<file path="config.mk">
export PLATFORM = sky130hd
export DESIGN_NAME = text_console_cursor_control
export DESIGN_NICKNAME = d
export VERILOG_FILES = /design/src/rtl/tccc_pkg.sv /design/src/rtl/text_console_cursor_control.sv /design/src/rtl/tccc_dp.sv /design/src/rtl/tccc_ctrl.sv
export SDC_FILE = /design/constraint.sdc
export NUM_CORES = 1
export LEC_CHECK = 0
export BUFFER_PORTS_ARGS = -buffer_cell sky130_fd_sc_hd__buf_2
export CORE_ASPECT_RATIO = 0.8
export CORE_UTILIZATION = 60
export DETAILED_ROUTE_END_ITERATION = 6
export HOLD_SLACK_MARGIN = 0.03
export PLACE_DENSITY = 0.94
export SYNTH_ARGS = -nofsm -noshare
export SYNTH_HDL_FRONTEND = slang
export SYNTH_SLANG_ARGS = --single-unit
</file>
<file path="constraint.sdc">
create_clock -name aclk -period 9.08 [get_ports aclk]
set_input_delay 0.454 -clock aclk [delete_from_list [all_inputs] [get_ports aclk]]
set_output_delay 0.454 -clock aclk [all_outputs]
set_load 0.05 [all_outputs]
</file>
<file path="src/rtl/tccc_pkg.sv">
// tccc_pkg: shared types, codes and constants of the text console cursor control block
// used by tccc_ctrl, tccc_dp and the top level text_console_cursor_control
`default_nettype none

package tccc_pkg;

    // default screen store limits
    localparam int DEF_MAX_COLUMNS = 256;
    localparam int DEF_MAX_ROWS    = 128;

    // field widths of the stream items
    localparam int CP_W       = 21;
    localparam int NEW_COL_W  = 8;
    localparam int NEW_ROW_W  = 7;
    localparam int CELL_COL_W = 8;
    localparam int CELL_ROW_W = 7;
    localparam int CMD_W      = 2;
    localparam int IN_DATA_W  = 40;
    localparam int OUT_DATA_W = 40;

    // configuration port
    localparam int CFG_IDX_W  = 2;
    localparam int CFG_DATA_W = 9;
    localparam int COLS_REG_W = 9;
    localparam int ROWS_REG_W = 8;
    localparam int RST_COLUMNS = 80;
    localparam int RST_ROWS    = 25;

    typedef enum logic [CFG_IDX_W-1:0] {
        REG_ENABLE  = 2'd0,
        REG_COLUMNS = 2'd1,
        REG_ROWS    = 2'd2
    } reg_idx_t;

    // character codes
    localparam logic [CP_W-1:0] CODE_TAB   = 21'h09;
    localparam logic [CP_W-1:0] CODE_LF    = 21'h0A;
    localparam logic [CP_W-1:0] CODE_CR    = 21'h0D;
    localparam logic [CP_W-1:0] CODE_SPACE = 21'h20;

    localparam int TAB_STOP = 4;
    localparam int CNT_W    = $clog2(TAB_STOP + 1);

    typedef enum logic [CMD_W-1:0] {
        CMD_CLEAR  = 2'd0,
        CMD_SCROLL = 2'd1,
        CMD_DRAW   = 2'd2
    } cmd_t;

    // what the latched item asks for
    typedef enum logic [1:0] {
        KIND_NOP   = 2'd0,
        KIND_LF    = 2'd1,
        KIND_PRINT = 2'd2
    } kind_t;

    // datapath operations issued by the controller
    typedef enum logic [2:0] {
        OP_NONE   = 3'd0,
        OP_LOAD   = 3'd1,
        OP_DECODE = 3'd2,
        OP_CLEAR  = 3'd3,
        OP_SCROLL = 3'd4,
        OP_DRAW   = 3'd5
    } op_t;

    typedef struct packed {
        op_t  op;
        logic last;
    } dp_cmd_t;

    typedef struct packed {
        kind_t kind;
        logic  pending;
        logic  row_on_screen;
        logic  lf_scroll;
        logic  wrap_scroll;
        logic  count_one;
        logic  count_zero;
        logic  out_free;
    } dp_stat_t;

endpackage

`default_nettype wire

</file>
<file path="src/rtl/text_console_cursor_control.sv">
// text_console_cursor_control: top level of the character-cell cursor engine
// instantiates tccc_ctrl and tccc_dp; types and codes from tccc_pkg
`default_nettype none

// Takes one code point or set-cursor request per input transfer and sends clear-row,
// scroll-up and draw-character commands, one per output transfer, with tlast on the
// final command of each input. The sequencer handles one input at a time: set cursor,
// carriage return and ignored codes only load and decode; a line feed adds a scroll
// step when it scrolls; a printable character adds a draw step, plus a clear step for
// a pending line clear and a scroll step for each scroll; a tab draws 4 - column mod 4
// spaces plus their clears and scrolls. Each command step waits while the output
// register holds a result not yet taken. Configuration takes effect at once and should
// be written only while no input is in progress.
module text_console_cursor_control #(
    parameter int MAX_COLUMNS = tccc_pkg::DEF_MAX_COLUMNS,
    parameter int MAX_ROWS    = tccc_pkg::DEF_MAX_ROWS
) (
    input  wire logic                              aclk,
    input  wire logic                              aresetn,
    input  wire logic                              cfg_wr_en,
    input  wire logic [tccc_pkg::CFG_IDX_W-1:0]    cfg_index,
    input  wire logic [tccc_pkg::CFG_DATA_W-1:0]   cfg_wdata,
    input  wire logic                              s_tvalid,
    output logic                                   s_tready,
    // code_point [20:0], new_column [28:21], new_row [35:29], zero [39:36]
    input  wire logic [tccc_pkg::IN_DATA_W-1:0]    s_tdata,
    // mode [0]
    input  wire logic                              s_tuser,
    output logic                                   m_tvalid,
    input  wire logic                              m_tready,
    // cell_column [7:0], cell_row [14:8], glyph_code [35:15], zero [39:36]
    output logic [tccc_pkg::OUT_DATA_W-1:0]        m_tdata,
    // command [1:0]
    output logic [tccc_pkg::CMD_W-1:0]             m_tuser,
    output logic                                   m_tlast
);
    import tccc_pkg::*;

    dp_cmd_t  dp_cmd;
    dp_stat_t dp_stat;

    tccc_ctrl u_ctrl (
        .aclk     (aclk),
        .aresetn  (aresetn),
        .s_tvalid (s_tvalid),
        .s_tready (s_tready),
        .stat     (dp_stat),
        .cmd      (dp_cmd)
    );

    tccc_dp #(
        .MAX_COLUMNS (MAX_COLUMNS),
        .MAX_ROWS    (MAX_ROWS)
    ) u_dp (
        .aclk      (aclk),
        .aresetn   (aresetn),
        .cfg_wr_en (cfg_wr_en),
        .cfg_index (cfg_index),
        .cfg_wdata (cfg_wdata),
        .s_tdata   (s_tdata),
        .s_tuser   (s_tuser),
        .m_tvalid  (m_tvalid),
        .m_tready  (m_tready),
        .m_tdata   (m_tdata),
        .m_tuser   (m_tuser),
        .m_tlast   (m_tlast),
        .cmd       (dp_cmd),
        .stat      (dp_stat)
    );

    // the sequencer is busy right after taking an input
    assert property (@(posedge aclk) disable iff (!aresetn)
        s_tvalid && s_tready |=> !s_tready)
        else $error("input taken while the previous one is still in progress");

    // no characters of the previous input are left when a new one comes in
    assert property (@(posedge aclk) disable iff (!aresetn)
        s_tvalid && s_tready |-> dp_stat.count_zero)
        else $error("character count not drained at input transfer");

    // a draw always lands on a row inside the screen
    assert property (@(posedge aclk) disable iff (!aresetn)
        dp_cmd.op == OP_DRAW |-> dp_stat.row_on_screen)
        else $error("draw issued with cursor row beyond the screen");

    // a command is only issued into a free output register
    assert property (@(posedge aclk) disable iff (!aresetn)
        (dp_cmd.op == OP_DRAW || dp_cmd.op == OP_CLEAR || dp_cmd.op == OP_SCROLL)
            |-> (!m_tvalid || m_tready))
        else $error("command overwrote a result not yet transferred");

endmodule

`default_nettype wire

</file>
<file path="src/rtl/tccc_dp.sv">
// tccc_dp: datapath of the cursor engine: configuration, cursor state, item latch and
// result register; executes the operations issued by tccc_ctrl. depends on tccc_pkg
`default_nettype none

module tccc_dp #(
    parameter int MAX_COLUMNS = tccc_pkg::DEF_MAX_COLUMNS,
    parameter int MAX_ROWS    = tccc_pkg::DEF_MAX_ROWS
) (
    input  wire logic                              aclk,
    input  wire logic                              aresetn,
    input  wire logic                              cfg_wr_en,
    input  wire logic [tccc_pkg::CFG_IDX_W-1:0]    cfg_index,
    input  wire logic [tccc_pkg::CFG_DATA_W-1:0]   cfg_wdata,
    input  wire logic [tccc_pkg::IN_DATA_W-1:0]    s_tdata,
    input  wire logic                              s_tuser,
    output logic                                   m_tvalid,
    input  wire logic                              m_tready,
    output logic [tccc_pkg::OUT_DATA_W-1:0]        m_tdata,
    output logic [tccc_pkg::CMD_W-1:0]             m_tuser,
    output logic                                   m_tlast,
    input  wire tccc_pkg::dp_cmd_t                 cmd,
    output tccc_pkg::dp_stat_t                     stat
);
    import tccc_pkg::*;

    localparam int CW   = $clog2(MAX_COLUMNS);
    localparam int RW   = $clog2(MAX_ROWS);
    localparam int CNTW = (CW + 1 > COLS_REG_W) ? CW + 1 : COLS_REG_W;
    localparam int RNW  = (RW + 1 > ROWS_REG_W) ? RW + 1 : ROWS_REG_W;
    localparam int NCW  = (CW > NEW_COL_W) ? CW : NEW_COL_W;
    localparam int NRW  = (RW > NEW_ROW_W) ? RW : NEW_ROW_W;
    localparam int RST_COLS_EFF = (RST_COLUMNS > MAX_COLUMNS) ? MAX_COLUMNS : RST_COLUMNS;
    localparam int RST_ROWS_EFF = (RST_ROWS > MAX_ROWS) ? MAX_ROWS : RST_ROWS;

    // configuration, kept as effective limits
    logic            enable_reg;
    logic [CNTW-1:0] cols_eff_reg;
    logic [RNW-1:0]  rows_eff_reg;
    logic [CNTW-1:0] cols_in;
    logic [RNW-1:0]  rows_in;

    // cursor state
    logic [CW-1:0]    col_reg, col_next;
    logic [RW-1:0]    row_reg, row_next;
    logic             pend_reg, pend_next;
    logic [CNT_W-1:0] count_reg, count_next;

    // latched item
    logic                 mode_reg;
    logic [CP_W-1:0]      code_reg;
    logic [NEW_COL_W-1:0] new_col_reg;
    logic [NEW_ROW_W-1:0] new_row_reg;
    logic [CP_W-1:0]      glyph_reg, glyph_next;

    // result register
    logic                  m_valid_reg, m_valid_next;
    cmd_t                  m_cmd_reg, m_cmd_next;
    logic [CELL_COL_W-1:0] m_col_reg, m_col_next;
    logic [CELL_ROW_W-1:0] m_row_reg, m_row_next;
    logic [CP_W-1:0]       m_glyph_reg, m_glyph_next;
    logic                  m_last_reg, m_last_next;

    logic [CNTW-1:0] col_inc;
    logic [RNW-1:0]  row_inc;
    logic [RW-1:0]   row_bottom;
    logic            wrap;
    logic            out_free;
    logic            emit;
    kind_t           kind;
    logic [CW-1:0]   set_col;
    logic [RW-1:0]   set_row;

    always_comb begin
        cols_in = CNTW'(cfg_wdata[COLS_REG_W-1:0]);
        if (cols_in == '0) begin
            cols_in = CNTW'(1);
        end else if (cols_in > CNTW'(MAX_COLUMNS)) begin
            cols_in = CNTW'(MAX_COLUMNS);
        end
        rows_in = RNW'(cfg_wdata[ROWS_REG_W-1:0]);
        if (rows_in == '0) begin
            rows_in = RNW'(1);
        end else if (rows_in > RNW'(MAX_ROWS)) begin
            rows_in = RNW'(MAX_ROWS);
        end
    end

    always_ff @(posedge aclk) begin
        if (!aresetn) begin
            enable_reg   <= 1'b0;
            cols_eff_reg <= CNTW'(RST_COLS_EFF);
            rows_eff_reg <= RNW'(RST_ROWS_EFF);
        end else if (cfg_wr_en) begin
            case (cfg_index)
                REG_ENABLE:  enable_reg   <= cfg_wdata[0];
                REG_COLUMNS: cols_eff_reg <= cols_in;
                REG_ROWS:    rows_eff_reg <= rows_in;
                default: ;
            endcase
        end
    end

    assign col_inc    = CNTW'(col_reg) + CNTW'(1);
    assign row_inc    = RNW'(row_reg) + RNW'(1);
    assign row_bottom = RW'(rows_eff_reg - RNW'(1));
    assign wrap       = col_inc >= cols_eff_reg;
    assign out_free   = !m_valid_reg || m_tready;

    assign set_col = (NCW'(new_col_reg) > NCW'(MAX_COLUMNS - 1)) ? CW'(MAX_COLUMNS - 1)
                                                                 : CW'(new_col_reg);
    assign set_row = (NRW'(new_row_reg) > NRW'(MAX_ROWS - 1)) ? RW'(MAX_ROWS - 1)
                                                              : RW'(new_row_reg);

    always_comb begin
        if (!enable_reg || mode_reg) begin
            kind = KIND_NOP;
        end else if (code_reg == CODE_LF) begin
            kind = KIND_LF;
        end else if (code_reg == CODE_TAB || code_reg >= CODE_SPACE) begin
            kind = KIND_PRINT;
        end else begin
            kind = KIND_NOP;
        end
    end

    always_comb begin
        stat.kind          = kind;
        stat.pending       = pend_reg;
        stat.row_on_screen = RNW'(row_reg) < rows_eff_reg;
        stat.lf_scroll     = row_inc >= rows_eff_reg;
        stat.wrap_scroll   = wrap && (row_inc >= rows_eff_reg);
        stat.count_one     = count_reg == CNT_W'(1);
        stat.count_zero    = count_reg == '0;
        stat.out_free      = out_free;
    end

    always_comb begin
        col_next     = col_reg;
        row_next     = row_reg;
        pend_next    = pend_reg;
        count_next   = count_reg;
        glyph_next   = glyph_reg;
        emit         = 1'b0;
        m_cmd_next   = m_cmd_reg;
        m_col_next   = m_col_reg;
        m_row_next   = m_row_reg;
        m_glyph_next = m_glyph_reg;
        m_last_next  = m_last_reg;
        case (cmd.op)
            OP_DECODE: begin
                count_next = '0;
                if (enable_reg) begin
                    if (mode_reg) begin
                        col_next = set_col;
                        row_next = set_row;
                    end else if (code_reg == CODE_CR) begin
                        col_next  = '0;
                        pend_next = 1'b1;
                    end else if (kind == KIND_LF) begin
                        col_next  = '0;
                        pend_next = 1'b0;
                        // on scroll the row is set by the scroll step
                        if (row_inc < rows_eff_reg) begin
                            row_next = RW'(row_inc);
                        end
                    end else if (kind == KIND_PRINT) begin
                        pend_next = 1'b0;
                        if (code_reg == CODE_TAB) begin
                            count_next = CNT_W'(TAB_STOP) - CNT_W'(col_reg[1:0]);
                            glyph_next = CODE_SPACE;
                        end else begin
                            count_next = CNT_W'(1);
                            glyph_next = code_reg;
                        end
                    end
                end
            end
            OP_CLEAR: begin
                emit         = 1'b1;
                m_cmd_next   = CMD_CLEAR;
                m_col_next   = '0;
                m_row_next   = CELL_ROW_W'(row_reg);
                m_glyph_next = '0;
            end
            OP_SCROLL: begin
                emit         = 1'b1;
                m_cmd_next   = CMD_SCROLL;
                m_col_next   = '0;
                m_row_next   = '0;
                m_glyph_next = '0;
                row_next     = row_bottom;
                col_next     = '0;
            end
            OP_DRAW: begin
                emit         = 1'b1;
                m_cmd_next   = CMD_DRAW;
                m_col_next   = CELL_COL_W'(col_reg);
                m_row_next   = CELL_ROW_W'(row_reg);
                m_glyph_next = glyph_reg;
                count_next   = count_reg - CNT_W'(1);
                if (wrap) begin
                    col_next = '0;
                    if (row_inc < rows_eff_reg) begin
                        row_next = RW'(row_inc);
                    end
                end else begin
                    col_next = CW'(col_inc);
                end
            end
            default: ;
        endcase
        if (emit) begin
            m_last_next = cmd.last;
        end
        if (emit) begin
            m_valid_next = 1'b1;
        end else if (m_tready) begin
            m_valid_next = 1'b0;
        end else begin
            m_valid_next = m_valid_reg;
        end
    end

    always_ff @(posedge aclk) begin
        if (!aresetn) begin
            col_reg     <= '0;
            row_reg     <= '0;
            pend_reg    <= 1'b0;
            count_reg   <= '0;
            m_valid_reg <= 1'b0;
        end else begin
            col_reg     <= col_next;
            row_reg     <= row_next;
            pend_reg    <= pend_next;
            count_reg   <= count_next;
            m_valid_reg <= m_valid_next;
        end
    end

    always_ff @(posedge aclk) begin
        if (cmd.op == OP_LOAD) begin
            code_reg    <= s_tdata[CP_W-1:0];
            new_col_reg <= s_tdata[CP_W +: NEW_COL_W];
            new_row_reg <= s_tdata[CP_W + NEW_COL_W +: NEW_ROW_W];
            mode_reg    <= s_tuser;
        end
        glyph_reg   <= glyph_next;
        m_cmd_reg   <= m_cmd_next;
        m_col_reg   <= m_col_next;
        m_row_reg   <= m_row_next;
        m_glyph_reg <= m_glyph_next;
        m_last_reg  <= m_last_next;
    end

    assign m_tvalid = m_valid_reg;
    assign m_tuser  = m_cmd_reg;
    assign m_tlast  = m_last_reg;
    assign m_tdata  = {{(OUT_DATA_W - CELL_COL_W - CELL_ROW_W - CP_W){1'b0}},
                       m_glyph_reg, m_row_reg, m_col_reg};

endmodule

`default_nettype wire

</file>
<file path="src/rtl/tccc_ctrl.sv">
// tccc_ctrl: sequencer of the cursor engine; walks one item through decode, clear,
// scroll and draw steps and issues one datapath operation per step. depends on tccc_pkg
`default_nettype none

module tccc_ctrl (
    input  wire logic                aclk,
    input  wire logic                aresetn,
    input  wire logic                s_tvalid,
    output logic                     s_tready,
    input  wire tccc_pkg::dp_stat_t  stat,
    output tccc_pkg::dp_cmd_t        cmd
);
    import tccc_pkg::*;

    typedef enum logic [5:0] {
        ST_IDLE       = 6'b000001,
        ST_DECODE     = 6'b000010,
        ST_CLEAR      = 6'b000100,
        ST_SCROLL_PRE = 6'b001000,
        ST_DRAW       = 6'b010000,
        ST_SCROLL_END = 6'b100000
    } state_t;

    state_t state_reg, state_next;

    always_comb begin
        state_next = state_reg;
        cmd.op     = OP_NONE;
        cmd.last   = 1'b0;
        case (state_reg)
            ST_IDLE: begin
                if (s_tvalid) begin
                    cmd.op     = OP_LOAD;
                    state_next = ST_DECODE;
                end
            end
            ST_DECODE: begin
                cmd.op = OP_DECODE;
                case (stat.kind)
                    KIND_LF:    state_next = stat.lf_scroll ? ST_SCROLL_END : ST_IDLE;
                    KIND_PRINT: begin
                        if (stat.pending && stat.row_on_screen) begin
                            state_next = ST_CLEAR;
                        end else if (!stat.row_on_screen) begin
                            state_next = ST_SCROLL_PRE;
                        end else begin
                            state_next = ST_DRAW;
                        end
                    end
                    default:    state_next = ST_IDLE;
                endcase
            end
            ST_CLEAR: begin
                if (stat.out_free) begin
                    cmd.op     = OP_CLEAR;
                    state_next = ST_DRAW;
                end
            end
            ST_SCROLL_PRE: begin
                if (stat.out_free) begin
                    cmd.op     = OP_SCROLL;
                    state_next = ST_DRAW;
                end
            end
            ST_DRAW: begin
                if (stat.out_free) begin
                    cmd.op   = OP_DRAW;
                    cmd.last = stat.count_one && !stat.wrap_scroll;
                    if (stat.wrap_scroll) begin
                        state_next = ST_SCROLL_END;
                    end else if (stat.count_one) begin
                        state_next = ST_IDLE;
                    end else begin
                        state_next = ST_DRAW;
                    end
                end
            end
            ST_SCROLL_END: begin
                // count already holds the characters still to draw
                if (stat.out_free) begin
                    cmd.op     = OP_SCROLL;
                    cmd.last   = stat.count_zero;
                    state_next = stat.count_zero ? ST_IDLE : ST_DRAW;
                end
            end
            default: state_next = ST_IDLE;
        endcase
    end

    always_ff @(posedge aclk) begin
        if (!aresetn) begin
            state_reg <= ST_IDLE;
        end else begin
            state_reg <= state_next;
        end
    end

    assign s_tready = state_reg == ST_IDLE;

endmodule

`default_nettype wire

</file>
== Word-level counts from Yosys, hierarchy flattened ==
Index checks and enable logic that the tools add are counted.
Cells by class
  div/mod/pow operators: 0
  reduce and logical (&&, ||, !) cells: 32
  order comparisons: 9
  add/subtract/negate cells: 5
  multiplexer cells: 58
  equal/unequal tests: 28
  multipliers: 0
  bitwise gates (word level): 3
  shifts and indexed selects: 0
Operators with widths (count)
  $mux W8: 8
  $eq A21 B4 Y1 const B: 3
  $mux W7: 7
  $mux W6: 7
  $pmux W21 S2: 1
  $pmux W6 S5: 1
  $pmux W8 S3: 1
  $ge A21 B6 Y1 const B: 1
  $mux W3: 7
  $pmux W7 S3: 1
  $mux W9: 2
  $pmux W3 S6: 1
  $gt A8 B8 Y1 const B: 2
  $pmux W8 S2: 1
  $mux W5: 3
  $pmux W7 S2: 1
  $pmux W6 S2: 1
  $ne A2 B1 Y1 const B: 5
  $add A8 B1 Y9 const B: 1
  $ge A9 B9 Y1: 1
  $gt A9 B9 Y1 const B: 1
  $logic_not A9 Y1: 1
  $reduce_bool A3 Y1: 3
  $add A7 B1 Y8 const B: 1
  other kinds (42): 74
Word-level totals
  memories kept: 0
  memory bits (writable): 0
  logic and storage cells: 154
  memory bits (read-only): 0
  latch bits: 0
  bits in registers: 141

== Logic depth before layout (Yosys ltp) ==
  depth in word-level cells: 12
  gate-level depth with buffers: 14
  mapped depth without buffers: 12

== Modules after synthesis ==
A second synthesis with hierarchy kept.
Unflattened totals
  cells, all modules: 636
  area total of the unflattened synthesis: 7118.1 µm²
Modules (own cells, without submodules)
  tccc_dp: times used 1, area each 6418.7 µm², cells an instance 552, seq. area each 3673.5 µm²
  tccc_ctrl: times used 1, area each 699.4 µm², cells an instance 84, seq. area each 120.1 µm²

== Worst setup path after synthesis ==
No wires, ideal clock.
  path type: register to register
  start: register u_dp.m_valid_reg, in the netlist u_dp.m_tvalid
  end: register u_dp.m_col_reg[0], enable pin
  period minus slack after synthesis: 3.764 ns
  slack: 5.316 ns
  data required time: 8.612 ns
  cell stages (with the launch flop): 4
  setup time: 0.468 ns
  arrival time: 3.296 ns
  cell sequence: dfxtp_1 nand2b_1 nand2_1 o21ai_0
Between the ends
  word-level cells in the longest chain between the ends: 7
  elaborated cells on any way between the ends: 12
  classes of those cells: eq/ne (3); mux (5); reduce/logical (4)
RTL lines
  from (decl): RTL line tccc_dp.sv:56  | logic m_valid_reg, m_valid_next;
  from (signal assigned): RTL line tccc_dp.sv:236  | m_valid_reg <= m_valid_next;
  $logic_not A1 Y1 (*): RTL line tccc_dp.sv:107  | assign out_free = !m_valid_reg || m_tready;
  $logic_or A1 B1 Y1 (*): RTL line tccc_dp.sv:107
  $mux W4 (tied with other cells): RTL line tccc_ctrl.sv:66  | if (stat.out_free) begin
  $pmux W3 S6 (*): RTL line tccc_ctrl.sv:30  | case (state_reg)
  $eq A3 B2 Y1 / $eq A3 B3 Y1 (equally long branches): RTL line tccc_dp.sv:149  | case (cmd.op)
  $reduce_or A2 Y1 (no source line)
  $reduce_bool A2 Y1 (no source line) (*)
  to (signal assigned): RTL line tccc_dp.sv:249  | m_col_reg <= m_col_next;
  to (decl): RTL line tccc_dp.sv:58  | logic [CELL_COL_W-1:0] m_col_reg, m_col_next;
Mark *: on every way between the ends. The rest lies on a longest branch, timed or not.
A chain may end at the register's enable or synchronous reset.

== Final worst setup path ==
  start: register u_dp.col_reg[0]
  end: register u_dp.row_reg[1]
Between the ends
  word-level cells in the longest chain between the ends: 4
RTL lines
  from (decl): RTL line tccc_dp.sv:43  | logic [CW-1:0] col_reg, col_next;
  from (signal assigned): RTL line tccc_dp.sv:232  | col_reg <= col_next;
  $add A8 B1 Y9: RTL line tccc_dp.sv:103  | assign col_inc = CNTW'(col_reg) + CNTW'(1);
  $ge A9 B9 Y1: RTL line tccc_dp.sv:106  | assign wrap = col_inc >= cols_eff_reg;
  $ne A2 B1 Y1 (no source line)
  $reduce_and A5 Y1 (no source line)
  to (signal assigned): RTL line tccc_dp.sv:233  | row_reg <= row_next;
  to (decl): RTL line tccc_dp.sv:44  | logic [RW-1:0] row_reg, row_next;
Every way passes these cells.

==> results.cfg <==
[run_status]
status = completed

[global_route]
grtUsageTotal_pct = 27.13
antenna_found_initial = 0
grt_max_degree = 34
grt_first_pass_wirelength_um = 23290
first_global_vias = 4675
grt_overflow = 0

[timing]
fin_hold_ws_ns = 0.2044
slew_viol_final = 0
slew_headroom_pct = 18.31
finalSetupTns_ns = 0
rsz0062_at_grt = no
hold_viol = 0
finalCritPeriodShare_pct = 35.65
finalSetupViolCount = 0
finClkSkew_ns = 0.008488
fmax_mhz = 309.0
min_period_ns = 3.237
tightest_slew_ns = 1.225

[setup_path]
slowest_stage = a211oi_4
r2r_end = u_dp.row_reg[1]
crit_path_start = u_dp.col_reg[0]
timing.rr.start = u_dp.col_reg[0]
reg2reg_depth = 11
worstPathArrival_ns = 3.55
path_common_cell = ha_1
crit_family = compound AO/OA/AOI/OAI gates
critPathMaxFanout = 14
crit_type = flop to flop
path_buf_inv = 0
critPathLaunchType = flop
path_depth = 11
cp_cell_sequence = ha_1 -> nand3_1 -> xnor2_1 -> ha_1 -> nand4_1 -> nor2_1 -> a2111oi_0 -> o211a_1 -> a211oi_4 -> o31ai_1 -> o221a_1
endpoint_kind = flop
endpoint = u_dp.row_reg[1]
cp.required_ns = 9.39
r2r_slack_ns = 5.84
slowest_delay_ns = 0.63

[clocking]
cts_made_buffers = 17
insertion_delay_ns = 0.42
cts-resized-gates = 0
cts_tree = yes
cts_root_buf = clkbuf_16
hold_buffers = 0
numClockSinks = 141
cts_buffer_depth = 2
clk_pin_slew_worst_paths_ns = 0.06
postCtsSetupBuffers = 0
cts_max_level = 4

[floorplan]
fp.dieH_um = 96.31
pin_count = 102
rows = 34
fp.dieArea_mm2 = 0.01155
initial_utilization_pct = 61.49
coreArea_mm2 = 0.01085
dieWidth_um = 119.9

[placement]
placed_area_mm2 = 0.007129
dpl.hpwl_um = 10040
portBuffers = 93
globalplace.congestion = 0.9136

[synthesis]
async_flop_share_pct = 0
synth_edf_count = 97
syn-cell-area_mm2 = 0.006670
yosys_warnings = 0
yosysSeqAreaShare_pct = 56.87
ys_types = 63
ys_ff_latch = 141
syn_inst = 596
synth_top_area_share_pct = 43.67
synth_area_leaders = edfxtp_1 44%, dfxtp_1 13%, ha_1 5.8%
syn_area_per_cell_um2 = 11.19
synth_largest_area_cell = edfxtp_1
synth_ff_type = edfxtp_1

[power]
vdd_drop_max_uv = 160.8
p_per_area_mw_per_mm2 = 192.3
p_leak_nw = 3.157
p_total_mw = 1.486

[detailed_routing]
postRouteAntennaNets = 0
wl_um = 14850
met1Wirelength_um = 6389
post_drt_via_cell_ratio = 6.029
firstDrtPassIters = 5
vias = 4968
drt_iter0_markers = 430
drc = 0
dr_wl_met2_um = 6902
top_layer = met4
drt-wirelength-per-cell_um = 18.03
wl_met3_um = 1272

[finish]
layout-area-overhead-vs-synth_pct = 15.85
diodes = 0
multiInputGateArea_mm2 = 0.002541
fillers = 725
design_area_mm2 = 0.007727
regArea_mm2 = 0.003794
drive_above_1_share_pct = 20.15
nets = 755

[min_path]
hp-class = input pin to flop

[run]
drv_cap = 0
==> synth_stat cells (2+ instances only) <==
cell and number:
and3_1 32, nand2_1 26, ha_1 31, o311ai_0 3, and2_1 10, a22oi_1 10, dfxtp_1 44, clkbuf_1 33
o211a_1 2, o21ai_0 30, nor4_1 9, a21oi_1 21, nor2b_1 8, nor3b_1 8, nor2_1 49, nand2b_1 10
nand3_1 12, a31oi_1 6, buf_4 5, mux2i_1 3, o31ai_1 3, a221oi_1 7, nand3b_1 5, buf_6 4
or3_1 2, xnor2_1 15, a211oi_1 6, xor2_1 11, buf_2 4, edfxtp_1 97, nand4_1 4, nor3_1 10
o21ai_1 4, o21a_1 3, a32oi_1 5, inv_1 33, o211ai_1 2, o21bai_1 3, nor4_2 2
==> worst min-delay path by stage <==
stage,start,to,slack [ns],cells past startpoint
floorplan,u_dp.cols_eff_reg[4],u_dp.cols_eff_reg[4],0.45,2
global placement,u_dp.code_reg[12],u_dp.glyph_reg[12],0.43,0
detailed placement,u_dp.code_reg[19],u_dp.glyph_reg[19],0.44,0
CTS,s_tdata[30],u_dp.new_row_reg[1],0.20,1
global route,s_tdata[29],u_dp.new_row_reg[0],0.20,1
finish,s_tdata[30],u_dp.new_row_reg[1],0.20,1
==> power breakdown <==
group          switching (mW)  internal (mW)
sequential             0.0127          0.704
clock                   0.268          0.432
combinational          0.0450         0.0243
==> metal layers <==
metal / vias to the layer above / global-route usage (%)
li1: 2303 / -
met1: 2367 / 35.50
met2: 265 / 42.00
met3: 33 / 7.346
met4: 0 / 13.54
met5: - / 0
==> cell families (layout without fill, tap and decap cells) <==
kind of cell	count (synthesis)	count (layout)	synth area share [%]
simple gates	194	194	15.83
flops	141	141	56.87
compound gates	119	119	12.16
buf+inv	81	162	5.402
fa+ha+maj	31	31	5.815
xor+xnor	26	26	3.414
mux	3	3	0.4502
other cells	1	4	0.05622
==> through the flow <==
stage	utilization (%)	cells	worst slack [ns]
finish	71.23	824	5.843
global route	71.23	824	5.597
CTS	71.23	824	5.912
detailed placement	65.72	792	5.936
global placement	65.72	792	5.935
floorplan	-	599	5.316
==> cell type report <==
class,count,area share [%]
multi-input cells,377,32.89
well taps,144,2.332
clock inverters,14,2.186
clock buffers,18,5.554
inverters,35,1.733
repair buffers,95,6.218
flip-flops and latches,141,49.09
==> placed cells by master, fill, tap and decap left out, types with 6 or more instances in the layout <==
cell	instances
a21oi_1	21
edfxtp_1	97
clkbuf_16	17
nand3_1	12
o21ai_0	29
xor2_1	11
inv_1	33
xnor2_1	15
nor3b_1	8
ha_1	31
nand2b_1	10
and2_1	10
buf_2	93
dfxtp_1	44
nor2_1	48
a31oi_1	6
nand2_1	26
nor3_1	10
a221oi_1	7
and3_1	32
nor4_1	9
a22oi_1	10
a211oi_1	6
nor2b_1	8
Note: power is estimated with default switching activity, not from simulation.
